`config.mk`:
```
export PLATFORM = sky130hd
export DESIGN_NAME = cna_fifo
export DESIGN_NICKNAME = d
export VERILOG_FILES = /design/src/rtl/cna_pkg.sv /design/src/rtl/cna_fifo.sv
export SDC_FILE = /design/constraint.sdc
export NUM_CORES = 1
export LEC_CHECK = 0
export BUFFER_PORTS_ARGS = -buffer_cell sky130_fd_sc_hd__buf_2
export CELL_PAD_IN_SITES_DETAIL_PLACEMENT = 1
export CELL_PAD_IN_SITES_GLOBAL_PLACEMENT = 1
export CORE_MARGIN = 2
export CORE_UTILIZATION = 44
export CTS_BUF_LIST = sky130_fd_sc_hd__clkbuf_8 sky130_fd_sc_hd__clkbuf_16
export CTS_CLUSTER_SIZE = 24
export DETAILED_ROUTE_END_ITERATION = 6
export PLACE_DENSITY = 0.79
export SYNTH_ARGS = -nofsm -noshare
export SYNTH_HDL_FRONTEND = slang
export SYNTH_SLANG_ARGS = --single-unit
```
`constraint.sdc`:
```
create_clock -name clk_i -period 8.4 [get_ports clk_i]
set_input_delay 0.42 -clock clk_i [delete_from_list [all_inputs] [get_ports clk_i]]
set_output_delay 0.42 -clock clk_i [all_outputs]
set_load 0.005 [all_outputs]
```
`src/rtl/cna_pkg.sv`:
```
// ============================================================================
// cna_pkg
// Shared types, constants and arithmetic helpers for the complex number ALU.
// ============================================================================
package cna_pkg;

  localparam int unsigned WordBits  = 32;
  localparam int unsigned FracBits  = 16;
  localparam int unsigned ProdBits  = 2 * WordBits;
  localparam int unsigned SumBits   = ProdBits + 2;
  localparam int unsigned DivBits   = ProdBits + FracBits;
  localparam int unsigned QBits     = WordBits + 1;
  localparam int unsigned SqrtSteps = WordBits;
  localparam int unsigned StepBits  = $clog2(DivBits + 1);
  localparam int unsigned FifoDepth = 2;

  typedef logic signed [WordBits-1:0] word_t;
  typedef logic signed [ProdBits-1:0] prod_t;
  typedef logic signed [SumBits-1:0]  sum_t;

  typedef enum logic [2:0] {
    OP_ADD = 3'd0,
    OP_SUB = 3'd1,
    OP_MUL = 3'd2,
    OP_DIV = 3'd3,
    OP_EQ  = 3'd4,
    OP_MOD = 3'd5
  } opcode_e;

  // Operation class decided by the front end
  typedef enum logic [2:0] {
    K_ADD,
    K_SUB,
    K_MUL,
    K_DIV,
    K_DIVZ,
    K_EQ,
    K_MOD,
    K_NONE
  } kind_e;

  typedef enum logic [1:0] {
    ST_OK       = 2'd0,
    ST_DIV_ZERO = 2'd1,
    ST_SAT      = 2'd2
  } status_e;

  typedef struct packed {
    logic [2:0] opcode;
    word_t      a_re;
    word_t      a_im;
    word_t      b_re;
    word_t      b_im;
  } in_item_t;

  typedef struct packed {
    word_t      res_re;
    word_t      res_im;
    logic       is_equal;
    logic [1:0] status;
  } out_item_t;

  // Queue entry between front and back
  typedef struct packed {
    kind_e kind;
    word_t a_re;
    word_t a_im;
    word_t b_re;
    word_t b_im;
  } job_t;

  typedef struct packed {
    word_t w;
    logic  sat;
  } sat_t;

  localparam sum_t  SumMax  = sum_t'({1'b0, {(WordBits-1){1'b1}}});
  localparam sum_t  SumMin  = -SumMax - sum_t'(1);
  localparam word_t WordMax = {1'b0, {(WordBits-1){1'b1}}};
  localparam word_t WordMin = {1'b1, {(WordBits-1){1'b0}}};

  // Clamp a wide signed value to the word range
  function automatic sat_t saturate(sum_t v);
    sat_t r;
    r.sat = 1'b0;
    if (v > SumMax) begin
      r.w   = WordMax;
      r.sat = 1'b1;
    end else if (v < SumMin) begin
      r.w   = WordMin;
      r.sat = 1'b1;
    end else begin
      r.w = v[WordBits-1:0];
    end
    return r;
  endfunction

  // Drop the fraction bits, truncating toward zero
  function automatic sum_t shr_frac(sum_t v);
    sum_t m;
    m = v[SumBits-1] ? -v : v;
    m = m >>> FracBits;
    return v[SumBits-1] ? -m : m;
  endfunction

  // Magnitude of a sum of two products (always below 2^64)
  function automatic logic [ProdBits-1:0] mag_of(sum_t v);
    sum_t m;
    m = v[SumBits-1] ? -v : v;
    return m[ProdBits-1:0];
  endfunction

endpackage

```
`src/rtl/cna_fifo.sv`:
```
// ============================================================================
// cna_fifo
// Short job queue decoupling the front end from the execution back end.
// ============================================================================
module cna_fifo (
  input  logic          clk_i,
  input  logic          rst_ni,
  input  logic          push_valid_i,
  output logic          push_ready_o,
  input  cna_pkg::job_t push_data_i,
  output logic          pop_valid_o,
  input  logic          pop_ready_i,
  output cna_pkg::job_t pop_data_o
);

  localparam int unsigned PtrBits = (cna_pkg::FifoDepth > 1) ? $clog2(cna_pkg::FifoDepth) : 1;
  localparam int unsigned CntBits = $clog2(cna_pkg::FifoDepth + 1);
  localparam logic [PtrBits-1:0] PtrLast = PtrBits'(cna_pkg::FifoDepth - 1);
  localparam logic [CntBits-1:0] CntFull = CntBits'(cna_pkg::FifoDepth);

  cna_pkg::job_t      mem_q [cna_pkg::FifoDepth];
  logic [PtrBits-1:0] wr_q, rd_q;
  logic [CntBits-1:0] cnt_q;
  logic               push, pop;

  assign push_ready_o = cnt_q != CntFull;
  assign pop_valid_o  = cnt_q != '0;
  assign push         = push_valid_i && push_ready_o;
  assign pop          = pop_valid_o && pop_ready_i;
  assign pop_data_o   = mem_q[rd_q];

  // Pointers and fill count
  always_ff @(posedge clk_i or negedge rst_ni) begin
    if (!rst_ni) begin
      wr_q  <= '0;
      rd_q  <= '0;
      cnt_q <= '0;
    end else begin
      if (push) begin
        wr_q <= (wr_q == PtrLast) ? '0 : wr_q + PtrBits'(1);
      end
      if (pop) begin
        rd_q <= (rd_q == PtrLast) ? '0 : rd_q + PtrBits'(1);
      end
      if (push && !pop) begin
        cnt_q <= cnt_q + CntBits'(1);
      end else if (pop && !push) begin
        cnt_q <= cnt_q - CntBits'(1);
      end
    end
  end

  // Storage
  always_ff @(posedge clk_i) begin
    if (push) begin
      mem_q[wr_q] <= push_data_i;
    end
  end

  a_cnt_bound: assert property (@(posedge clk_i) disable iff (!rst_ni)
    cnt_q <= CntFull)
    else $error("queue fill count beyond depth");

endmodule

```
==> flow_summary.ini <==
[worst_hold_path]
hp-class = in2reg
whs_path_depth = 1
min_from = push_data_i[4]
holdPathEnd = mem_q[1][4]

[power]
ir_drop_v = 0.000193
power_uw = 4260
power_density_mw_per_mm2 = 343
leakagePower_uw = 0.00487

[place]
gp_congestion = 0.729
place_area_sq_mm = 0.0116
io_buffer_count = 267
dp_hpwl_mm = 14.2

[finish]
regArea_sq_mm = 0.00797
area_delta_synth_final_pct = 24.3
antennaDiodeCount = 0
num-fill-cells = 2063
multiInputGateArea_sq_mm = 0.00188
drive_above_1_share_pct = 60.7
nets = 850
stdcell_area_sq_mm = 0.0124

[clocking]
cts_buffers = 28
cts-resized-gates = 0
htreeDepth = 1
ctsHoldBuffers = 1
cts-root-buf = clkbuf_16
cts.sinks = 266
cts_setup_buffers = 0
clock_latency_ns = 0.53
cts_tree = yes
clockBufferDepth = 3
path_clk_slew_ns = 0.06

[drt]
top_layer_used = met4
wirelength_mm = 20.7
met3_length_mm = 1.41
vias = 5004
dr.pass1.iters = 4
wl_met1_mm = 8.00
drc = 0
drtAntennaViolNets = 0
viasPerCell = 4.92
wl_per_cell_um = 20.3
met2WireLength_mm = 10.5
first_iter_violations = 241

[sta]
finalHoldViolations = 0
fin_crit_ns = 3.86
rsz0062_at_grt = false
setup_viol = 0
relSlewSlack_pct = 34.3
max_freq_mhz = 259
period_share_pct = 45.9
tns_ns = 0
finalMaxSlewViolations = 0
finClkSkew_ns = 0.00935
worst_pin_slew_ns = 0.985

[synth]
syn_inst = 426
synth_nets = 562
synth_cell_types = 16
syn-mean-instance-area_sq_um = 23.4
synth_seq_cells = 266
yosys.area.top_type = edfxtp_1
yosys_warnings = 0
seq_area_frac_synth_pct = 79.8
syn-cell-area_sq_mm = 0.00998
yosys.area.top_type_share_pct = 78.8
ys_top_cells_by_area = edfxtp_1 79%, mux2_4 12%, mux2_2 5.8%, buf_6 1.0%, dfrtp_1 1.0%

[floorplan]
die_w_um = 155
core-area_sq_mm = 0.0224
ios = 268
die_h_um = 155
start_util_pct = 44.5
num_rows = 55
dieArea_sq_mm = 0.0239

[global_route]
grt_usage_pct = 16.8
grt_max_degree = 71
grt-ovfl-total = 0
antenna_found_initial = 0
grt_pass1_vias = 5644
grt_first_pass_wirelength_mm = 31.1

[critical_path]
r2r_cells = 5
cp_cell_sequence = buf_4 > buf_4 > mux2_2 > buf_2
worstSetupPathType = reg2out
r2r-start = cnt_q[0]
arrival_ns = 3.44
path_max_fanout = 53
worstSetupStartpoint = rd_q
reg2reg_slack_ns = 5.52
max_stage_delay_ns = 0.85
r2r_end = mem_q[0][80]
cp_slowest_cell = buf_4
crit_top_cell = buf_4
cp_data_required_time_ns = 7.98
start_kind = flop
critPathCaptureType = output port

[run]
drv_cap = 0

[run_status]
status = finished clean
-- final cells by class --
class	instances	area share, %
inverters	1	0.0303
clock buffers	29	5.85
clock inverters	19	0.676
repair buffers	273	11.2
multi-input cells	144	15.1
well taps	285	2.88
flip-flops and latches	266	64.3
-- metal layers --
layer	vias to the layer above	global-route usage [%]
met4	0	6.08
met1	2471	20.0
met5	-	0
li1	2266	-
met2	215	29.8
met3	52	4.03
-- where the power goes --
| part | switching, uW | leakage [uW] | internal (uW) |
|---|---|---|---|
| clock network | 473 | 0.000410 | 616 |
| registers | 111 | 0.00248 | 1820 |
| logic | 587 | 0.00198 | 646 |
-- logic make-up after synthesis --
group	after synthesis	share of synthesized area (%)
XOR/XNOR	5	0.439
adder cells (fa/ha/maj)	1	0.125
buffers and inverters	16	1.45
flip-flops	266	79.8
multiplexers	131	17.8
AND/OR/NAND/NOR	7	0.339
-- worst max-delay path, delay by kind of cell, from the launching register on --
family | cells | cell delay [ns]
flops | 1 | 0.72
mux | 1 | 0.42
buf+inv | 3 | 1.71
-- cell usage after synthesis --
cell type  number
and3_1          1
buf_2           5
buf_6           9
buf_8           1
dfrtp_1         4
edfxtp_1      262
ha_1            1
inv_1           1
mux2_2         51
mux2_4         80
nand2_1         2
nand2b_1        1
nor2_1          2
or2_2           1
xnor2_1         3
xor2_1          2
-- cells in the final DEF (no fill, tap or decap) --
cell / netlist / layout
buf_2: 5 / 267
edfxtp_1: 262 / 262
mux2_4: 80 / 80
mux2_2: 51 / 51
clkbuf_16: 0 / 29
clkinv_1: 0 / 9
clkinv_2: 0 / 7
buf_4: 0 / 5
inv_1: 1 / 3
xnor2_1: 3 / 3
dfrtp_1: 4 / 3
nand2_1: 2 / 2
xor2_1: 2 / 2
nand2b_1: 1 / 1
or2_2: 1 / 1
and3_4: 0 / 1
nor2_4: 0 / 1
nor2_1: 2 / 1
ha_1: 1 / 1
clkinvlp_4: 0 / 1
dlygate4sd3_1: 0 / 1
dfrtp_4: 0 / 1
-- stage by stage --
step / setup slack, ns / hold slack, ns / instances / utilization (%)
2_1_floorplan: 1.69 / 0.124 / 426 / -
3_3_place_gp: 5.13 / 0.233 / 968 / 51.6
3_5_place_dp: 5.02 / 0.237 / 968 / 51.6
4_1_cts: 4.45 / 0.0513 / 1017 / 55.3
5_1_grt: 4.35 / 0.0622 / 1017 / 55.3
6_report: 4.54 / 0.0811 / 1017 / 55.3
-- how the worst max path moves through the flow --
stage                         end
finish              pop_data_o[5]
global route        pop_data_o[5]
CTS                 pop_data_o[5]
detailed placement  pop_data_o[5]
global placement    pop_data_o[5]
floorplan             mem_q[0][0]
-- registers in the layout, summed over array words and instances, names as in the netlist --
register / count
wr_q: 1
cnt_q: 2
mem_q: 262
rd_q: 1
Power figures use the tool's default switching activity.
